--- config.mk ---
export PLATFORM = sky130hd
export DESIGN_NAME = ldc_div_cell
export DESIGN_NICKNAME = d
export VERILOG_FILES = /design/src/rtl/core/ldc_pkg.sv /design/src/rtl/core/ldc_div_cell.sv
export SDC_FILE = /design/constraint.sdc
export NUM_CORES = 1
export LEC_CHECK = 0
export BUFFER_PORTS_ARGS = -buffer_cell sky130_fd_sc_hd__buf_2
export CAP_MARGIN = 10
export CORE_AREA = 2 2 201 203
export DETAILED_ROUTE_END_ITERATION = 8
export DIE_AREA = 0 0 203 205
export PLACE_DENSITY = 0.5
export SLEW_MARGIN = 20
export SYNTH_ARGS = -nofsm -noshare
export SYNTH_HDL_FRONTEND = slang
export SYNTH_SLANG_ARGS = --single-unit
--- constraint.sdc ---
create_clock -name i_clk -period 7.9 [get_ports i_clk]
set_clock_uncertainty 0.2 [all_clocks]
set_input_delay 1.185 -clock i_clk [delete_from_list [all_inputs] [get_ports i_clk]]
set_output_delay 1.185 -clock i_clk [all_outputs]
set_load 0.02 [all_outputs]
--- src/rtl/core/ldc_pkg.sv ---
// ----------------------------------------------------------------------------
// ldc_pkg: shared types and constants of the dissipation coefficient block
// Fixed-point constants, cell transaction types and multiplier scale codes.
// ----------------------------------------------------------------------------
package ldc_pkg;

    localparam int unsigned HK_W  = 21;
    localparam int unsigned RT_W  = 32;
    localparam int unsigned OUT_W = 48;

    localparam logic [63:0] Q56_ONE = 64'd1 << 56;
    localparam logic [63:0] Q44_ONE = 64'd1 << 44;
    localparam logic [63:0] K_A205  = (Q56_ONE * 64'd205 + 64'd50000) / 64'd100000;
    localparam logic [63:0] K_B002  = (Q56_ONE + 64'd25) / 64'd50;
    localparam logic [63:0] K_C0016 = (Q56_ONE * 64'd2 + 64'd625) / 64'd1250;
    localparam logic [63:0] K_207   = (Q44_ONE * 64'd207 + 64'd500) / 64'd1000;
    localparam logic [63:0] MAX48   = 64'h0000_7FFF_FFFF_FFFF;

    localparam logic [HK_W-1:0] FOUR_Q16 = 21'd262144;
    localparam logic [RT_W-1:0] RT_ONE   = 32'd256;

    // one restoring division step: partial remainder, dividend bits still
    // to shift in (MSB first), quotient so far, divisor
    typedef struct packed {
        logic [63:0] rem;
        logic [63:0] low;
        logic [63:0] quo;
        logic [63:0] dvs;
    } t_div;

    // one digit step of the integer square root
    typedef struct packed {
        logic [63:0] rad;
        logic [63:0] root;
        logic [63:0] bits;
    } t_sqrt;

    typedef enum logic {
        SC_Q44,
        SC_Q56
    } t_scale;

endpackage

--- src/rtl/core/ldc_div_cell.sv ---
// ----------------------------------------------------------------------------
// ldc_div_cell: one restoring division step
// Shift in one dividend bit, compare against the divisor, emit a quotient bit.
// ----------------------------------------------------------------------------
module ldc_div_cell (
    input  logic         i_clk,
    input  ldc_pkg::t_div i_d,
    output ldc_pkg::t_div o_d
);
    import ldc_pkg::*;

    logic [63:0] n_shift;
    logic        n_ge;
    t_div        r_d;

    always_comb begin
        n_shift = {i_d.rem[62:0], i_d.low[63]};
        n_ge    = (n_shift >= i_d.dvs);
    end

    always_ff @(posedge i_clk) begin
        r_d.rem <= n_ge ? (n_shift - i_d.dvs) : n_shift;
        r_d.low <= {i_d.low[62:0], 1'b0};
        r_d.quo <= {i_d.quo[62:0], n_ge};
        r_d.dvs <= i_d.dvs;
    end

    assign o_d = r_d;

endmodule

==> results of run 1 <==
[layout by cell type, fill, tap and decap left out, drive strengths merged, types with 4 or more instances in the layout]
cell type / n
nand3: 17
bufinv: 6
and4: 4
o211ai: 9
or2: 4
ha: 64
nor2: 84
clkbuf: 37
a21oi: 128
nand2b: 12
xnor2: 32
o21ai: 42
o21a: 7
nand4: 18
and2: 5
nor3: 14
and3: 6
xor2: 23
o21bai: 10
a21o: 32
a31oi: 7
inv: 87
a21boi: 6
a211oi: 9
clkinv: 6
mux2: 13
buf: 511
nand2: 57
nor2b: 5
dfxtp: 255
[cells by family (layout without fill, tap and decap cells)]
logic type | count (synthesis) | count (layout)
xor+xnor | 55 | 55
fa+ha+maj | 65 | 65
flops | 255 | 255
buf+inv | 123 | 649
other cells | 1 | 1
mux | 14 | 14
simple gates | 238 | 238
compound gates | 281 | 281
[power breakdown]
part | internal, mW | switching, mW | leakage [nW]
logic | 0.292 | 0.510 | 4.29
clock network | 0.935 | 0.561 | 0.527
registers | 1.40 | 0.0236 | 2.15
[metrics by stage]
stage | cell area (sq um) | hold slack (ns)
after floorplan | 10110 | 1.013
after global placement | 13120 | 1.088
after detailed placement | 13120 | 1.089
after CTS | 14200 | 0.4850
after global routing | 14200 | 0.4895
final | 14200 | 0.5171
[synthesized netlist by cell type, types with 2 or more instances]
master | n | area [sq um]
a211oi_1 | 6 | 45.04
a211oi_2 | 3 | 37.54
a21boi_0 | 5 | 37.54
a21o_1 | 32 | 240.2
a21oi_1 | 98 | 490.5
a21oi_2 | 30 | 262.8
a221oi_1 | 3 | 26.28
a22oi_1 | 2 | 15.01
a31o_2 | 3 | 26.28
a31oi_1 | 7 | 43.79
and2_1 | 5 | 31.28
and3_1 | 6 | 37.54
and4_1 | 4 | 35.03
buf_2 | 17 | 85.08
buf_4 | 4 | 30.03
buf_6 | 6 | 67.56
clkbuf_1 | 10 | 37.54
dfxtp_1 | 255 | 5105
ha_1 | 64 | 800.8
inv_1 | 84 | 315.3
mux2_2 | 12 | 135.1
nand2_1 | 57 | 214.0
nand2b_1 | 12 | 75.07
nand3_1 | 17 | 85.08
nand4_1 | 18 | 112.6
nor2_1 | 84 | 315.3
nor2b_1 | 5 | 31.28
nor3_1 | 12 | 60.06
nor3_2 | 2 | 20.02
nor3b_1 | 2 | 15.01
nor4_1 | 2 | 12.51
o2111ai_1 | 2 | 17.52
o211ai_1 | 9 | 67.56
o21a_1 | 7 | 52.55
o21ai_0 | 41 | 205.2
o21bai_1 | 10 | 75.07
o221ai_1 | 2 | 17.52
o31ai_1 | 2 | 15.01
or2_2 | 3 | 18.77
or3_1 | 2 | 12.51
xnor2_1 | 32 | 280.3
xor2_1 | 23 | 201.4
[routing by layer]
metal | GRT usage [%] | up-vias | share of wire (%)
li1 | - | 4579 | -
met1 | 20.09 | 4318 | 40
met2 | 33.45 | 308 | 52
met3 | 4.327 | 56 | 6.6
met4 | 3.519 | 16 | 1.4
met5 | 0 | - | 0.26
[layout make-up]
type | count | area, sq um
inverters | 85 | 321.6
multi-input cells | 654 | 4461
fillers | 4103 | 25170
clock buffers | 37 | 825.8
repair buffers | 511 | 2575
clock inverters | 16 | 254.0
well taps | 525 | 656.9
flip-flops and latches | 255 | 5105
[worst min-delay path by stage]
stage                            end  slack [ns]  cells past startpoint
CTS                 o_d[112]$_DFF_P_        0.49                      1
global placement    o_d[185]$_DFF_P_        1.09                      1
floorplan             o_d[0]$_DFF_P_        1.01                      0
detailed placement  o_d[190]$_DFF_P_        1.09                      1
finish               o_d[74]$_DFF_P_        0.52                      1
global route        o_d[152]$_DFF_P_        0.49                      1
[worst max-delay path, delay by kind of cell]
kind            cells  cell delay (ns)
fa+ha+maj           2             0.63
compound gates      4             0.95
mux                 1             0.38
simple gates        4             0.91
buf+inv             3             0.96
==> flow_summary.ini, run 1 <==
[run_status]
status = finished clean

[clocking]
cts_tree = yes
cts_made_buffers = 29
hold_buffers = 0
post-cts-setup-buffers = 0
htreeDepth = 1
cts_resized = 0
clkTransAtPathRegs_ns = 0.06
cts-root-buf = clkbuf_16
clock_path_buffers = 3
cts.sinks = 255

[job]
cap_violations = 0

[finish]
finish.utilization_pct = 36.07
drive_gt1_share_pct = 39.92
diodes = 0
final_cells = 2083
area_growth_pct = 40.45
nets = 1858
largest_reg_flops = 255

[synth]
synth_area_sq_um = 10110
synth_mux_area_share_pct = 1.547
syn_nets = 1354
synthAdderAreaFrac_pct = 8.119
synthXorXnorAreaFrac_pct = 4.765
synth-simple-area-share_pct = 11.27
synth-compound-area-share_pct = 18.38
syn_inst = 1032
synth_area_per_cell_sq_um = 9.796
synth_flop_cell = dfxtp_1
async_flop_share_pct = 0
yosysUniqueCellTypes = 74
synth_edf_count = 0
synth_top_family_by_area = compound AO/OA/AOI/OAI gates
synth-seq-area-share_pct = 50.50
yosysWarnings = 0
ys_ff_latch = 255

[critical_path]
critPathCapture = o_d[216]$_DFF_P_
worst-path-max-fanout = 67
crit_start = i_d[0]
crit_chain = buf_2 -> ha_1 -> fa_1 -> nor2b_1 -> o2111ai_1 -> nand3_1 -> a32o_2 -> nor3_2 -> o211ai_1 -> a211oi_2 -> or2_1 -> inv_4 -> buf_12 -> mux2_2
worstPathRequired_ns = 8.13
start_kind = input pin
slowest_delay_ns = 0.50
cp.arrival_ns = 5.11
worst_path_max_delay_cell = inv_4
criticalPathCategory = input pin to register
end_kind = register

[sta]
fmax_ghz = 0.2050
maxSlewHeadroom_pct = 57.86
tightestPinTransition_ns = 0.6321
rsz0062_at_grt = false
finalCritPeriodShare_pct = 61.74
worst_slack_ns = 3.023
maxSlewViolCount = 0
setup_viol = 0
tns_ns = 0
min_period_ns = 4.877
hold_viol = 0

[detailed_routing]
drtPass1Iterations = 5
routed-via-count = 9277
drt_iter0_drc = 374
vias_per_cell = 4.454
drc = 0
wl_per_cell_microns = 18.70
drt_wl_total_microns = 38960
ant_nets = 0

[placement]
dp_hpwl_microns = 32580
dpl_worst_slack_ns = 2.395
place.gp.congestion = 0.8563
dp.cells = 2030
port_buffers = 509

[global_route]
grt_pass1_vias = 9202
antenna_found_initial = 8
grt_first_pass_wirelength_microns = 55950
grt_max_degree = 68
grtUsageTotal_pct = 17.70
overflow = 0

[floorplan]
fp.dieH_microns = 205
pin_count = 513
start_util_pct = 25.68
fp-row-count = 73
core_sq_um = 39370
die_w_microns = 203
dieArea_sq_um = 41620

[pwr]
power_mw = 3.717
power.density_nw_per_um2 = 261.8
ir_worst_vdd_mv = 0.1878
p_leak_nw = 6.970

[hold_path]
hp-start = i_d[73]
hold_path.class = input pin to register
Note: power is estimated with default switching activity, not from simulation.
==> run 2: changes to the inputs <==
==> constraint.sdc (replaced) <==
create_clock -name i_clk -period 4.9 [get_ports i_clk]
set_clock_uncertainty 0.2 [all_clocks]
set_input_delay 0.735 -clock i_clk [delete_from_list [all_inputs] [get_ports i_clk]]
set_output_delay 0.735 -clock i_clk [all_outputs]
set_load 0.02 [all_outputs]
==> flow_summary.ini, run 2 (synthesis gave the netlist of run 1 again) <==
[run_status]
status = finished clean

[critical_path]
cp_top_family = compound AO/OA/AOI/OAI gates
start_kind = input pin
crit_buf_inv = 1
slowest_delay_ns = 0.51
worst-path-max-fanout = 4
worst_path_max_delay_cell = a21oi_1
worstPathRequired_ns = 5.13
cp.arrival_ns = 4.02
end_kind = register
criticalPathCategory = input pin to register
crit_chain = buf_2 -> ha_1 -> fa_1 -> nor2b_1 -> o2111ai_1 -> nand2_1 -> a22oi_1 -> a21oi_1 -> a31oi_1 -> o211ai_1 -> a311oi_1 -> xor2_1 -> a21oi_2

[clocking]
post-cts-setup-buffers = 0
clkTransAtPathRegs_ns = 0.07
cts_made_buffers = 28
clock_path_buffers = 3
hold_buffers = 0
cts-root-buf = clkbuf_16
cts.sinks = 255
cts_tree = yes
htreeDepth = 1
cts_resized = 0

[finish]
final_common_cell = buf_2
area_growth_pct = 40.78
nets = 1869
layout_common_cells = buf_2, dfxtp_1, a21oi_1
largest_reg_flops = 255
drive_gt1_share_pct = 40.14

[floorplan]
fp.dieH_microns = 205
core_sq_um = 39370
fp-row-count = 73
dieArea_sq_um = 41620
die_w_microns = 203
pin_count = 513
start_util_pct = 25.68

[placement]
dpl_worst_slack_ns = 0.5192
place.gp.congestion = 0.8472
port_buffers = 509
dp_hpwl_microns = 32820

[sta]
tns_ns = 0
tightestPinTransition_ns = 0.6540
setup_viol = 0
fmax_ghz = 0.2644
maxSlewViolCount = 0
min_period_ns = 3.782
rsz0062_at_grt = false
hold_viol = 0
maxSlewHeadroom_pct = 56.20
finalCritPeriodShare_pct = 77.18
worst_slack_ns = 1.118

[pwr]
p_leak_nw = 7.000
ir_worst_vdd_mv = 0.2480
power_mw = 5.954
power.density_nw_per_um2 = 418.3

[global_route]
grt_first_pass_wirelength_microns = 56370
antenna_found_initial = 11
grt_max_degree = 34
grtUsageTotal_pct = 17.89
grt_pass1_vias = 9444
overflow = 0

[hold_path]
hold_path.class = input pin to register

[job]
cap_violations = 0

[detailed_routing]
drc = 0
drtPass1Iterations = 7
ant_nets = 0
wl_per_cell_microns = 18.78
drt_iter0_drc = 388
routed-via-count = 9363
vias_per_cell = 4.473
drt_wl_total_microns = 39300
-- run 2: layout make-up --
cell class | count | area [sq um]
sequential | 255 | 5105
antenna | 1 | 2.502
inverter | 85 | 321.6
tap | 525 | 656.9
clock inverter | 13 | 227.7
fill | 4126 | 25130
multi-input combinational | 654 | 4461
clock buffer | 37 | 805.8
timing repair buffer | 523 | 2653
-- run 2: stage by stage --
stage	utilization (%)	hold slack (ns)	instances	instance area (sq um)
final	36.15	0.08090	2093	14230
after global routing	36.15	0.05651	2093	14230
after CTS	36.15	0.05037	2092	14230
after detailed placement	33.52	0.6386	2042	13200
after global placement	33.52	0.6377	2042	13200
after floorplan	-	0.5627	1032	10110
-- run 2: per-layer routing --
layer  global-route usage, %  vias to the layer above  part of all wire, %
met2                   33.15                      360                   50
met3                   4.486                       79                  7.2
met1                   20.02                     4306                   39
met5                       0                        -                 0.34
met4                   5.631                       20                  3.0
li1                        -                     4598                    -
-- run 2: where the power goes --
group          leakage [nW]  internal (mW)  switching (mW)
Sequential             2.15           2.25          0.0438
Combinational          4.35          0.481           0.822
Clock                 0.502           1.47           0.888
Total                  7.00           4.20            1.75
-- run 2: path summary, 6_finish.rpt --
path / from / end / cells after the start
setup / recovery: i_d[0] / o_d[250]$_DFF_P_ / 13
hold / removal: i_d[116] / o_d[117]$_DFF_P_ / 1
==> run 3: changes to the inputs <==
==> constraint.sdc (replaced) <==
create_clock -name i_clk -period 3.9 [get_ports i_clk]
set_clock_uncertainty 0.2 [all_clocks]
set_input_delay 0.585 -clock i_clk [delete_from_list [all_inputs] [get_ports i_clk]]
set_output_delay 0.585 -clock i_clk [all_outputs]
set_load 0.02 [all_outputs]
==> flow_summary.ini, run 3 (synthesis gave the netlist of run 1 again) <==
[run_status]
status = finished clean

[pwr]
power_mw = 7.404
p_leak_nw = 8.036
power.density_nw_per_um2 = 445.9
ir_worst_vdd_mv = 0.3187

[global_route]
grt_max_degree = 21
overflow = 0
antenna_found_initial = 9
grtUsageTotal_pct = 19.01
grt_pass1_vias = 10390
grt_first_pass_wirelength_microns = 60530

[sta]
setup_viol = 0
tightestPinTransition_ns = 0.6235
fmax_ghz = 0.2661
maxSlewViolCount = 0
min_period_ns = 3.758
tns_ns = 0
maxSlewHeadroom_pct = 58.00
finalCritPeriodShare_pct = 96.36
rsz0062_at_grt = true
hold_viol = 0
fin_hold_ws_ns = 0.07740

[floorplan]
fp-row-count = 73
dieArea_sq_um = 41620
core_sq_um = 39370
start_util_pct = 25.68
fp.dieH_microns = 205
die_w_microns = 203
pin_count = 513

[finish]
final_cells = 2338
nets = 2113
largest_reg_flops = 255
area_growth_pct = 64.23
layout_common_cells = buf_2, dfxtp_1, dlygate4sd3_1
final_common_cell = buf_2
design_area_sq_um = 16600
drive_gt1_share_pct = 38.60
fillers = 3915

[clocking]
cts_tree = yes
cts-root-buf = clkbuf_16
clock_path_buffers = 3
cts_made_buffers = 29
clkTransAtPathRegs_ns = 0.06
htreeDepth = 1
cts.sinks = 255

[critical_path]
start_kind = input pin
worstPathRequired_ns = 4.14
worst_path_max_delay_cell = dlygate4sd3_1
worst-path-max-fanout = 7
end_kind = register
crit_path_frequent_cell = buf_4
critPathCapture = o_d[253]$_DFF_P_
crit_chain = dlygate4sd3_1 -> buf_2 -> inv_1 -> ha_4 -> nand4_1 -> nor4_4 -> a221oi_1 -> o21ai_1 -> a31oi_2 -> buf_4 -> o2111ai_2 -> buf_4 -> a21oi_1 -> buf_4 -> o41ai_2 -> xnor2_1 -> mux2_1
crit_start = i_d[28]
slowest_delay_ns = 0.52
cp.arrival_ns = 4.00
criticalPathCategory = input pin to register

[job]
cap_violations = 0

[detailed_routing]
drt_wl_total_microns = 41550
drc = 0
vias_per_cell = 4.356
drt_iter0_drc = 494
routed-via-count = 10190
wl_per_cell_microns = 17.77
ant_nets = 0
drtPass1Iterations = 5

[placement]
dp_hpwl_microns = 33360
placed_area_sq_um = 13620
port_buffers = 509
place.gp.congestion = 0.8399
dp.cells = 2092

[hold_path]
hold_path.class = input pin to register
run 3: cell types whose count changed in the layout (fill, tap and decap cells not counted), moves of 3 or more:
cell / change
dlygate4sd3_1: +190
buf_4: +48
bufinv_16: -5
clkbuf_1: +5
ha_1: -5
buf_12: +4
o21ai_0: -4
o21ai_1: +4
ha_4: +3
run 3: stage by stage:
| stage | utilization, % | worst slack (ns) |
|---|---|---|
| 3_3_place_gp | 34.60 | -0.05561 |
| 5_1_grt | 42.18 | -0.06539 |
| 4_1_cts | 41.74 | 0.03271 |
| 2_1_floorplan | - | 0.5428 |
| 3_5_place_dp | 34.60 | -0.05760 |
| 6_report | 42.18 | 0.1421 |
run 3: worst min path at each step:
stage | endpoint | cells after the start | slack, ns | from
final | o_d[196]$_DFF_P_ | 2 | 0.08 | i_d[195]
after global routing | o_d[253]$_DFF_P_ | 2 | 0.06 | i_d[252]
after CTS | o_d[253]$_DFF_P_ | 2 | 0.04 | i_d[252]
after detailed placement | o_d[106]$_DFF_P_ | 1 | 0.49 | i_d[105]
after floorplan | o_d[0]$_DFF_P_ | 0 | 0.41 | i_d[0]
after global placement | o_d[185]$_DFF_P_ | 1 | 0.49 | i_d[184]
run 3: cell type report:
| class | count | area [sq um] | area share (%) |
|---|---|---|---|
| diodes | 2 | 5.005 | 0.03014 |
| clock buffers | 42 | 824.5 | 4.966 |
| clock inverters | 9 | 83.83 | 0.5049 |
| inverters | 85 | 321.6 | 1.937 |
| multi-input cells | 654 | 4601 | 27.71 |
| flip-flops and latches | 255 | 5105 | 30.75 |
| well taps | 525 | 656.9 | 3.956 |
| repair buffers | 766 | 5006 | 30.15 |
run 3: per-layer routing:
metal  global-route usage, %  wire length, microns  up-vias
met4                   5.865                  1186       14
met5                       0                   102        -
li1                        -                     -     5092
met2                   35.59                 21270      342
met1                   21.51                 16410     4668
met3                   3.945                  2581       69
run 3: timing repair:
item / 4_1_cts / 5_1_grt
endpoints found under the hold margin: 190 / 0
resized for setup: 0 / 33
buffers inserted: 0 / 3
hold buffers: 190 / 0
setup endpoints to repair: 0 / 55
run 3: worst max-delay path: cells and delay by family:
kind	cells	cell delay [ns]
buf+inv	6	1.17
compound gates	6	0.89
simple gates	2	0.58
fa+ha+maj	1	0.31
mux	1	0.30
xor+xnor	1	0.14
run 3: power breakdown:
group	total (mW)	internal, mW	leakage (nW)	switching [mW]
Clock	2.60	1.52	0.445	1.08
Combinational	1.92	0.819	5.44	1.10
Sequential	2.88	2.83	2.15	0.0536
