--- config.mk ---
export PLATFORM = sky130hd
export DESIGN_NAME = ldc_sqrt_cell
export DESIGN_NICKNAME = d
export VERILOG_FILES = /design/src/rtl/core/ldc_pkg.sv /design/src/rtl/core/ldc_sqrt_cell.sv
export SDC_FILE = /design/constraint.sdc
export NUM_CORES = 1
export LEC_CHECK = 0
export CAP_MARGIN = 0
export CORE_MARGIN = 1.5
export CORE_UTILIZATION = 30
export DETAILED_ROUTE_END_ITERATION = 10
export DONT_BUFFER_PORTS = 1
export PLACE_DENSITY_LB_ADDON = 0.1
export SKIP_LAST_GASP = 1
export SYNTH_ARGS = -nofsm -noshare
export SYNTH_HDL_FRONTEND = slang
export SYNTH_SLANG_ARGS = --single-unit
export TNS_END_PERCENT = 20
--- constraint.sdc ---
create_clock -name i_clk -period 8.05 [get_ports i_clk]
set_input_delay 0.4025 -clock i_clk [delete_from_list [all_inputs] [get_ports i_clk]]
set_output_delay 0.4025 -clock i_clk [all_outputs]
set_load 0.05 [all_outputs]
--- src/rtl/core/ldc_pkg.sv ---
// ----------------------------------------------------------------------------
// ldc_pkg: shared types and constants of the dissipation coefficient block
// Fixed-point constants, cell transaction types and multiplier scale codes.
// ----------------------------------------------------------------------------
package ldc_pkg;

    localparam int unsigned HK_W  = 21;
    localparam int unsigned RT_W  = 32;
    localparam int unsigned OUT_W = 48;

    localparam logic [63:0] Q56_ONE = 64'd1 << 56;
    localparam logic [63:0] Q44_ONE = 64'd1 << 44;
    localparam logic [63:0] K_A205  = (Q56_ONE * 64'd205 + 64'd50000) / 64'd100000;
    localparam logic [63:0] K_B002  = (Q56_ONE + 64'd25) / 64'd50;
    localparam logic [63:0] K_C0016 = (Q56_ONE * 64'd2 + 64'd625) / 64'd1250;
    localparam logic [63:0] K_207   = (Q44_ONE * 64'd207 + 64'd500) / 64'd1000;
    localparam logic [63:0] MAX48   = 64'h0000_7FFF_FFFF_FFFF;

    localparam logic [HK_W-1:0] FOUR_Q16 = 21'd262144;
    localparam logic [RT_W-1:0] RT_ONE   = 32'd256;

    // one restoring division step: partial remainder, dividend bits still
    // to shift in (MSB first), quotient so far, divisor
    typedef struct packed {
        logic [63:0] rem;
        logic [63:0] low;
        logic [63:0] quo;
        logic [63:0] dvs;
    } t_div;

    // one digit step of the integer square root
    typedef struct packed {
        logic [63:0] rad;
        logic [63:0] root;
        logic [63:0] bits;
    } t_sqrt;

    typedef enum logic {
        SC_Q44,
        SC_Q56
    } t_scale;

endpackage

--- src/rtl/core/ldc_sqrt_cell.sv ---
// ----------------------------------------------------------------------------
// ldc_sqrt_cell: one digit step of the integer square root
// Try root plus trial bit against the radicand, advance the trial bit by two.
// ----------------------------------------------------------------------------
module ldc_sqrt_cell (
    input  logic           i_clk,
    input  ldc_pkg::t_sqrt i_s,
    output ldc_pkg::t_sqrt o_s
);
    import ldc_pkg::*;

    logic [63:0] n_sum;
    logic        n_ge;
    t_sqrt       r_s;

    always_comb begin
        n_sum = i_s.root + i_s.bits;
        n_ge  = (i_s.rad >= n_sum);
    end

    always_ff @(posedge i_clk) begin
        r_s.rad  <= n_ge ? (i_s.rad - n_sum) : i_s.rad;
        r_s.root <= n_ge ? ((i_s.root >> 1) + i_s.bits) : (i_s.root >> 1);
        r_s.bits <= i_s.bits >> 2;
    end

    assign o_s = r_s;

endmodule

==> results of run 1 <==
[where the power goes]
group	leakage [nW]	switching [mW]	total, mW	internal (mW)
combinational	5.79	1.22	1.98	0.761
clock	0.279	0.473	0.887	0.414
sequential	1.60	1.09	2.31	1.21
total	7.67	2.79	5.18	2.39
[routing by layer]
layer | GRT usage | share of wire | vias to the layer above | wire, µm
li1 | - | - | 7868 | -
met2 | 0.342 | 0.42 | 435 | 27000
met3 | 0.0497 | 0.057 | 64 | 3640
met1 | 0.323 | 0.50 | 7413 | 32000
met5 | 0 | 0 | - | 0
met4 | 0.0684 | 0.022 | 0 | 1410
[synthesized netlist by cell type (all sizes together) (6+ instances only)]
library cell  instances
a21oi               303
nand2               209
dfxtp               190
ha                  190
nor2                184
o21ai               171
a21o                100
xnor2                97
clkbuf               78
xor2                 78
inv                  48
nand4                48
o21bai               43
nand3                34
nor3                 34
a211oi               23
a31oi                23
o21a                 23
nand2b               22
and3                 21
o211ai               19
o31ai                17
nor2b                16
buf                  14
a211o                 9
and2                  9
a21boi                8
nor4                  8
or3                   8
a2111oi               7
a41oi                 7
and4                  7
o22ai                 7
or2                   7
a221oi                6
o31a                  6
[worst min path at each step]
| stage | end | depth (start not counted) |
|---|---|---|
| global route | o_s[70] | 2 |
| floorplan | o_s[0] | 0 |
| global placement | o_s[9] | 0 |
| CTS | o_s[177] | 2 |
| finish | o_s[155] | 2 |
| detailed placement | o_s[6] | 0 |
[metrics by stage]
| stage | total power [mW] | util | instances | hold WS (ns) | area, µm² |
|---|---|---|---|---|---|
| CTS | 5.21 | 0.345 | 2859 | 0.00129 | 18300 |
| global route | 5.49 | 0.345 | 2859 | 0.0250 | 18300 |
| floorplan | 3.71 | - | 2129 | 0.430 | 16200 |
| finish | 5.18 | 0.345 | 2859 | 0.0232 | 18300 |
| detailed placement | 4.26 | 0.316 | 2728 | 0.430 | 16700 |
| global placement | 4.27 | 0.316 | 2728 | 0.430 | 16700 |
[cell type report]
type                    instances  share of cell area
clock buffers                  18              0.0240
clock inverters                14             0.00718
inverters                      48             0.00985
multi-input cells            1799               0.647
flip-flops and latches        190               0.208
well taps                     688              0.0471
repair buffers                102              0.0575
[logic make-up (layout without fill, tap and decap cells)]
kind of cell / after synthesis / in the layout / synth area share
other cells: 1 / 2 / 0.000232
flops: 190 / 190 / 0.235
compound gates: 806 / 806 / 0.307
fa+ha+maj: 193 / 193 / 0.151
simple gates: 622 / 622 / 0.177
buf+inv: 140 / 182 / 0.0342
mux: 1 / 1 / 0.000619
xor+xnor: 175 / 175 / 0.0947
[worst max-delay path, delay by kind of cell]
kind,cells,cell delay [ns]
adder cells (fa/ha/maj),2,0.75
AND/OR/NAND/NOR,4,0.77
AO/OA/AOI/OAI,13,4.06
buffers and inverters,2,0.35
XOR/XNOR,1,0.18
==> flow_metrics.env, run 1 <==
export IMPL_synth_edff_count=0
export IMPL_rows=84
export IMPL_area_growth_pct=13.1
export IMPL_drc=0
export IMPL_startpoint_type="input pin"
export IMPL_num_nets_final=2544
export IMPL_clockBufferDepth=2
export IMPL_grt_pass1_wl_mm=96.3
export IMPL_setup_violations=0
export IMPL_multi_input_area_um2=11800
export IMPL_port_buffer_count=0
export IMPL_initial_core_util=0.305
export IMPL_cap_violations=0
export IMPL_slowest_delay_ns=0.64
export IMPL_cellPowerDensity_nw_per_um2=283
export IMPL_synth_area_top_cells="dfxtp_1, ha_1, a21oi_1"
export IMPL_slew_headroom=0.411
export IMPL_critical_path_cell_chain="ha_1, o21ai_0, o21bai_1, o211ai_1, a2111oi_0, o21ai_0, o22ai_1, a31oi_1, o31ai_1, a21boi_0, xor2_1, ha_1, nand4_1, nor3_1, and3_1, inv_1, a211oi_1, a2111o_2, buf_12, nor2_1, a311oi_1, o311a_1"
export IMPL_power_leakage_nw=7.67
export IMPL_required_ns=8.51
export IMPL_drt_pass1_iter_count=6
export IMPL_vias_per_cell=5.52
export IMPL_post_place_ws_ns=1.31
export IMPL_layout_common_cells="a21oi_1, nand2_1, ha_1, dfxtp_1, nor2_1"
export IMPL_wl_mm=64.1
export IMPL_num_antenna_cells=0
export IMPL_synth_seq_cells=190
export IMPL_wl_per_cell_um=22.4
export IMPL_cts_sinks=190
export IMPL_cts_resized=0
export IMPL_grt_pass1_vias=15400
export IMPL_die_area_um2=55300
export IMPL_vias=15800
export IMPL_synth_yosys_seq_area_share=0.235
export IMPL_hpwl_mm=51.9
export IMPL_period_share=0.758
export IMPL_grt_max_degree=98
export IMPL_hold_start="i_s[155]"
export IMPL_rsz0062_at_grt="false"
export IMPL_crit_start="i_s[2]"
export IMPL_ctsHoldBuffers=99
export IMPL_ys_dominant_reg_cell="dfxtp_1"
export IMPL_critPathCaptureType="flip-flop"
export IMPL_synth_top_area_cell="dfxtp_1"
export IMPL_worst_path_max_fanout=92
export IMPL_drt_iter0_markers=1106
export IMPL_cts_htree_levels=4
export IMPL_clock_fmax_ghz=0.164
export IMPL_tns_ns=0
export IMPL_die_x_um=235
export IMPL_slowest_stage="a2111oi_0"
export IMPL_endpoint="o_s[179]"
export IMPL_synthArstFlopShare=0
export IMPL_cts_root_buf="clkbuf_16"
export IMPL_synth_cells=2128
export IMPL_path_clk_slew_ns=0.09
export IMPL_finalHoldViolCount=0
export IMPL_postCtsSetupBuffers=0
export IMPL_die_height_um=235
export IMPL_grt_remaining_overflow=0
export IMPL_hp_class="in2reg"
export IMPL_drive_gt1_frac=0.0240
export IMPL_core_um2=53000
export IMPL_cts_buffers=17
export IMPL_setup_ws_ns=1.95
export IMPL_antenna_found_initial=0
export IMPL_io_pin_count=385
export IMPL_cts_tree="done"
export IMPL_fillers=5702
export IMPL_register_area_um2=3800
export IMPL_outcome="finished clean"
export IMPL_drtAntennaViolNets=0
export IMPL_worstPathArrival_ns=6.56
export IMPL_synth_avg_cell_area_um2=7.60
export IMPL_finalCriticalPeriod_ns=6.10
export IMPL_syn_area_um2=16200
export IMPL_synth_cell_type_count=72
export IMPL_grtUsageTotal=0.228
export IMPL_slew_viol_final=0
export IMPL_vdd_drop_max_v=0.000187
export IMPL_largest_reg_flops=190
export IMPL_final_common_cell="a21oi_1"
export IMPL_worstMarginPinSlew_ns=0.872
export IMPL_ys_warn_count=0
export IMPL_yosysTopAreaCellShare=0.235
export IMPL_path_class="in2reg"
export IMPL_gp_congestion=0.886
(Power assumes the default switching activity.)
==> inputs of run 2 (changes only) <==
- ABC_AREA: unset -> 1
- clock period: 8.05 -> 5.7 ns (I/O delays scaled with it)
==> flow_metrics.env, run 2 <==
export IMPL_outcome="finished clean"
export IMPL_synth_area_top_cells="nand2_1, dfxtp_1, inv_1"
export IMPL_power_leakage_nw=14.8
export IMPL_vdd_drop_max_v=0.000224
export IMPL_crit_buf_inv=5
export IMPL_gp_congestion=0.954
export IMPL_critPathCaptureType="flip-flop"
export IMPL_hp_class="in2reg"
export IMPL_grt_pass1_vias=25100
export IMPL_setup_violations=0
export IMPL_drtAntennaViolNets=0
export IMPL_synth_mux_area_frac=0
export IMPL_synth_simple_area_share=0.443
export IMPL_slew_viol_final=0
export IMPL_initial_core_util=0.304
export IMPL_synthArstFlopShare=0
export IMPL_core_um2=74400
export IMPL_multi_input_area_um2=15100
export IMPL_placedCellCount=5128
export IMPL_p_comb_frac=0.445
export IMPL_port_buffer_count=0
export IMPL_cellPowerDensity_nw_per_um2=299
export IMPL_synth_yosys_seq_area_share=0.168
export IMPL_die_height_um=277
export IMPL_cts_root_buf="clkbuf_16"
export IMPL_cts_htree_levels=4
export IMPL_yosysTopAreaCellShare=0.275
export IMPL_area_growth_pct=15.6
export IMPL_synth_cells=4187
export IMPL_synth_cell_type_count=43
export IMPL_switching_share=0.566
export IMPL_slowest_delay_ns=0.56
export IMPL_top_layer="met4"
export IMPL_clock_fmax_ghz=0.187
export IMPL_slowest_stage="dlygate4sd3_1"
export IMPL_crit_path_frequent_cell="nand2_1"
export IMPL_drc=0
export IMPL_num_antenna_cells=0
export IMPL_period_share=0.936
export IMPL_postCtsSetupBuffers=0
export IMPL_synth_seq_cells=190
export IMPL_die_x_um=277
export IMPL_wl_met3_mm=4.37
export IMPL_worstPathArrival_ns=5.79
export IMPL_grtUsageTotal=0.274
export IMPL_wl_met2_mm=50.1
export IMPL_layout_common_cells="nand2_1, inv_1, nor2_1"
export IMPL_vias=25400
export IMPL_finalCriticalPeriod_ns=5.33
export IMPL_hold_ws_ns=0.0620
export IMPL_setup_ws_ns=0.365
export IMPL_largest_reg_flops=190
export IMPL_startpoint_type="input pin"
export IMPL_register_area_um2=3800
export IMPL_synth_xor_area_share=0.0376
export IMPL_synth_top_family_by_area="simple AND/OR/NAND/NOR gates"
export IMPL_required_ns=6.15
export IMPL_power_switching_mw=4.43
export IMPL_synth_avg_cell_area_um2=5.40
export IMPL_die_area_um2=77000
export IMPL_syn_area_um2=22600
export IMPL_path_class="in2reg"
export IMPL_drt_pass1_iter_count=5
export IMPL_worstMarginPinSlew_ns=0.718
export IMPL_worst_path_max_fanout=44
export IMPL_path_clk_slew_ns=0.08
export IMPL_yosys_top_cells_count="nand2_1, inv_1, nor2_1"
export IMPL_ys_warn_count=0
export IMPL_post_place_ws_ns=0.452
export IMPL_wl_per_cell_um=19.9
export IMPL_power_internal_mw=3.39
export IMPL_drive_gt1_frac=0.0251
export IMPL_wl_mm=107
export IMPL_slew_headroom=0.521
export IMPL_fillers=8543
export IMPL_drt_iter0_markers=1505
export IMPL_io_pin_count=385
export IMPL_synthAdderAreaFrac=0.108
export IMPL_grt_max_degree=92
export IMPL_yosysMostFrequentCell="nand2_1"
export IMPL_vias_per_cell=4.74
export IMPL_rsz0062_at_grt="false"
export IMPL_hpwl_mm=90.6
export IMPL_final_area_um2=26100
export IMPL_ys_dominant_reg_cell="dfxtp_1"
export IMPL_cp_top_family="simple AND/OR/NAND/NOR gates"
export IMPL_ctsHoldBuffers=190
export IMPL_post_dp_cell_area_um2=23600
export IMPL_final_common_cell="nand2_1"
export IMPL_wl_met1_mm=47.8
export IMPL_clockBufferDepth=2
export IMPL_p_clk_frac=0.173
export IMPL_final_cells=5350
export IMPL_cts_tree="done"
export IMPL_cap_violations=0
export IMPL_synth_edff_count=0
export IMPL_synth_compound_area_share=0.0783
export IMPL_rows=100
export IMPL_cts_resized=0
export IMPL_cts_buffers=17
export IMPL_grt_remaining_overflow=0
export IMPL_cts_sinks=190
export IMPL_tns_ns=0
export IMPL_finalHoldViolCount=0
export IMPL_num_nets_final=4754
export IMPL_seqPwrFrac=0.382
export IMPL_synth_top_area_cell="nand2_1"
export IMPL_antenna_found_initial=0
export IMPL_grt_pass1_wl_mm=156
run 2: changes by cell type in the layout (fill, tap and decap cells not counted), moves of 40 or more:
cell / before / now
nor2_1: 184 / 378
a21oi_1: 303 / 168
inv_1: 48 / 888
a21o_1: 100 / 2
o21ai_0: 168 / 66
xnor2_1: 97 / 32
nand4_1: 48 / 88
nand3_1: 34 / 176
o21ai_1: 2 / 75
nand2_1: 209 / 1653
dlygate4sd3_1: 99 / 190
run 2: final cells by class:
class	instances	area share
well taps	969	0.0464
inverters	904	0.130
clock buffers	18	0.0168
multi-input cells	3056	0.578
flip-flops and latches	190	0.146
clock inverters	14	0.00699
repair buffers	199	0.0768
run 2: power groups by stage:
stage	clock [mW]	sequential, mW	combinational (mW)
detailed placement	0	3.02	3.34
floorplan	0	2.94	2.42
CTS	1.38	3.00	3.47
finish	1.35	2.99	3.48
global route	1.42	3.01	3.91
global placement	0	3.04	3.35
run 2: worst paths after layout:
check	startpoint	end	depth (start not counted)
min	i_s[129]	o_s[129]	3
max	i_s[65]	o_s[64]	26
run 2: cells by family after synthesis:
family / count (synthesis)
and+or+nand+nor: 2427
DFF: 190
other: 1
xor gates and xnor gates: 97
AOI/OAI and AO/OA: 337
buffers and inverters: 942
adders and majority gates: 193
run 2: per-layer routing:
layer,up-vias,track usage
li1,13100,-
met4,0,0.110
met5,-,0
met1,11500,0.341
met2,610,0.473
met3,163,0.0355
run 2: stage by stage:
step	util	total power, mW
floorplan	-	5.35
global placement	0.317	6.39
detailed placement	0.317	6.36
CTS	0.351	7.85
global route	0.351	8.34
finish	0.351	7.82
==> inputs of run 3 (changes only) <==
- clock period: 5.7 -> 6.3 ns (I/O delays scaled with it)
==> flow_metrics.env, run 3 (synthesis gave the netlist of run 2 again) <==
export IMPL_area_growth_pct=15.5
export IMPL_critPathCaptureType="flip-flop"
export IMPL_finalHoldViolCount=0
export IMPL_drc=0
export IMPL_startpoint_type="input pin"
export IMPL_path_clk_slew_ns=0.09
export IMPL_hp_class="in2reg"
export IMPL_slew_headroom=0.533
export IMPL_setup_violations=0
export IMPL_layout_common_cells="nand2_1, inv_1, nor2_1"
export IMPL_drt_iter0_markers=1573
export IMPL_gp_congestion=0.966
export IMPL_antenna_found_initial=0
export IMPL_wl_per_cell_um=19.9
export IMPL_num_nets_final=4751
export IMPL_rsz0062_at_grt="false"
export IMPL_worstMarginPinSlew_ns=0.700
export IMPL_crit_start="i_s[65]"
export IMPL_die_x_um=277
export IMPL_core_um2=74400
export IMPL_utilization=0.351
export IMPL_hold_start="i_s[63]"
export IMPL_rows=100
export IMPL_die_height_um=277
export IMPL_io_pin_count=385
export IMPL_fillers=8596
export IMPL_outcome="finished clean"
export IMPL_power_mw=7.11
export IMPL_vdd_drop_max_v=0.000180
export IMPL_drt_pass1_iter_count=5
export IMPL_vias=25600
export IMPL_power_leakage_nw=14.8
export IMPL_grt_pass1_wl_mm=157
export IMPL_grt_remaining_overflow=0
export IMPL_slew_viol_final=0
export IMPL_clockBufferDepth=2
export IMPL_grt_pass1_vias=25200
export IMPL_die_area_um2=77000
export IMPL_hpwl_mm=90.5
export IMPL_drtAntennaViolNets=0
export IMPL_vias_per_cell=4.79
export IMPL_wl_mm=107
export IMPL_path_class="in2reg"
export IMPL_cts_buffers=17
export IMPL_cts_tree="done"
export IMPL_cts_root_buf="clkbuf_16"
export IMPL_cts_htree_levels=4
export IMPL_cellPowerDensity_nw_per_um2=273
export IMPL_final_common_cell="nand2_1"
export IMPL_worst_path_max_fanout=44
export IMPL_cap_violations=0
export IMPL_period_share=0.818
export IMPL_cts_resized=0
export IMPL_worstPathArrival_ns=5.59
export IMPL_port_buffer_count=0
export IMPL_cts_sinks=190
export IMPL_tns_ns=0
export IMPL_grt_max_degree=84
export IMPL_initial_core_util=0.304
export IMPL_finalCriticalPeriod_ns=5.15
export IMPL_grtUsageTotal=0.275
export IMPL_drive_gt1_frac=0.0247
export IMPL_clock_fmax_ghz=0.194
export IMPL_largest_reg_flops=190
export IMPL_required_ns=6.73
[run 3: cell count changes in the layout (fill, tap and decap cells not counted), moves of 2 or more]
cell and delta:
inv_12 -2, dlygate4sd3_1 -2, diode_2 +2, clkinvlp_4 +2, clkinv_8 -4, buf_12 -2
bufinv_16 +3, inv_8 +3, inv_6 -2
[run 3: critical path, stage by stage]
cell           delay (ns)
dlygate4sd3_1        0.53
inv_1                0.07
fa_1                 0.42
inv_1                0.16
nand3_1              0.09
nand2_1              0.16
nand2_1              0.07
nand2_1              0.15
nand2_1              0.07
nand2_1              0.13
nand2_1              0.06
nand2_1              0.24
nand2_1              0.19
nand3_1              0.12
nand2_1              0.10
ha_1                 0.41
nand2_1              0.19
nor3_1               0.40
and3_2               0.31
nand3_4              0.08
nand3_4              0.52
buf_4                0.53
nand2_1              0.11
o21ai_1              0.10
[run 3: layout make-up]
cell class | count | area (µm²) | share of cell area
Inverter | 904 | 3390 | 0.130
Multi-Input combinational cell | 3056 | 15100 | 0.578
Antenna cell | 2 | 5.00 | 0.000192
Tap cell | 969 | 1210 | 0.0465
Clock buffer | 18 | 439 | 0.0168
Timing Repair Buffer | 196 | 1950 | 0.0749
Clock inverter | 13 | 198 | 0.00758
Sequential cell | 190 | 3800 | 0.146
[run 3: worst paths after layout]
check,to,cells past startpoint
setup / recovery,o_s[64],24
hold / removal,o_s[127],3
[run 3: what timing repair did]
item / in CTS / in global routing
hold buffers: 188 / 0
endpoints found under the hold margin: 188 / 0
setup buffers: 0 / 0
[run 3: stage by stage]
step           worst slack (ns)  instances  hold slack [ns]  instance area [µm²]
3_5_place_dp              0.881       5127            0.343                23600
5_1_grt                   0.859       5346           0.0556                26100
2_1_floorplan              2.61       4188            0.343                22600
4_1_cts                    1.20       5346          0.00173                26100
3_3_place_gp              0.900       5127            0.343                23600
6_report                   1.15       5348           0.0422                26100
[run 3: power breakdown]
group,total [mW],internal (mW),switching [mW]
Clock,1.28,0.652,0.623
Combinational,3.13,0.999,2.13
Sequential,2.71,1.50,1.20
[run 3: per-layer routing]
layer / wire length (µm) / GRT usage
met2: 50000 / 0.472
met3: 5260 / 0.0390
met1: 47000 / 0.343
met4: 4430 / 0.112
met5: 0 / 0
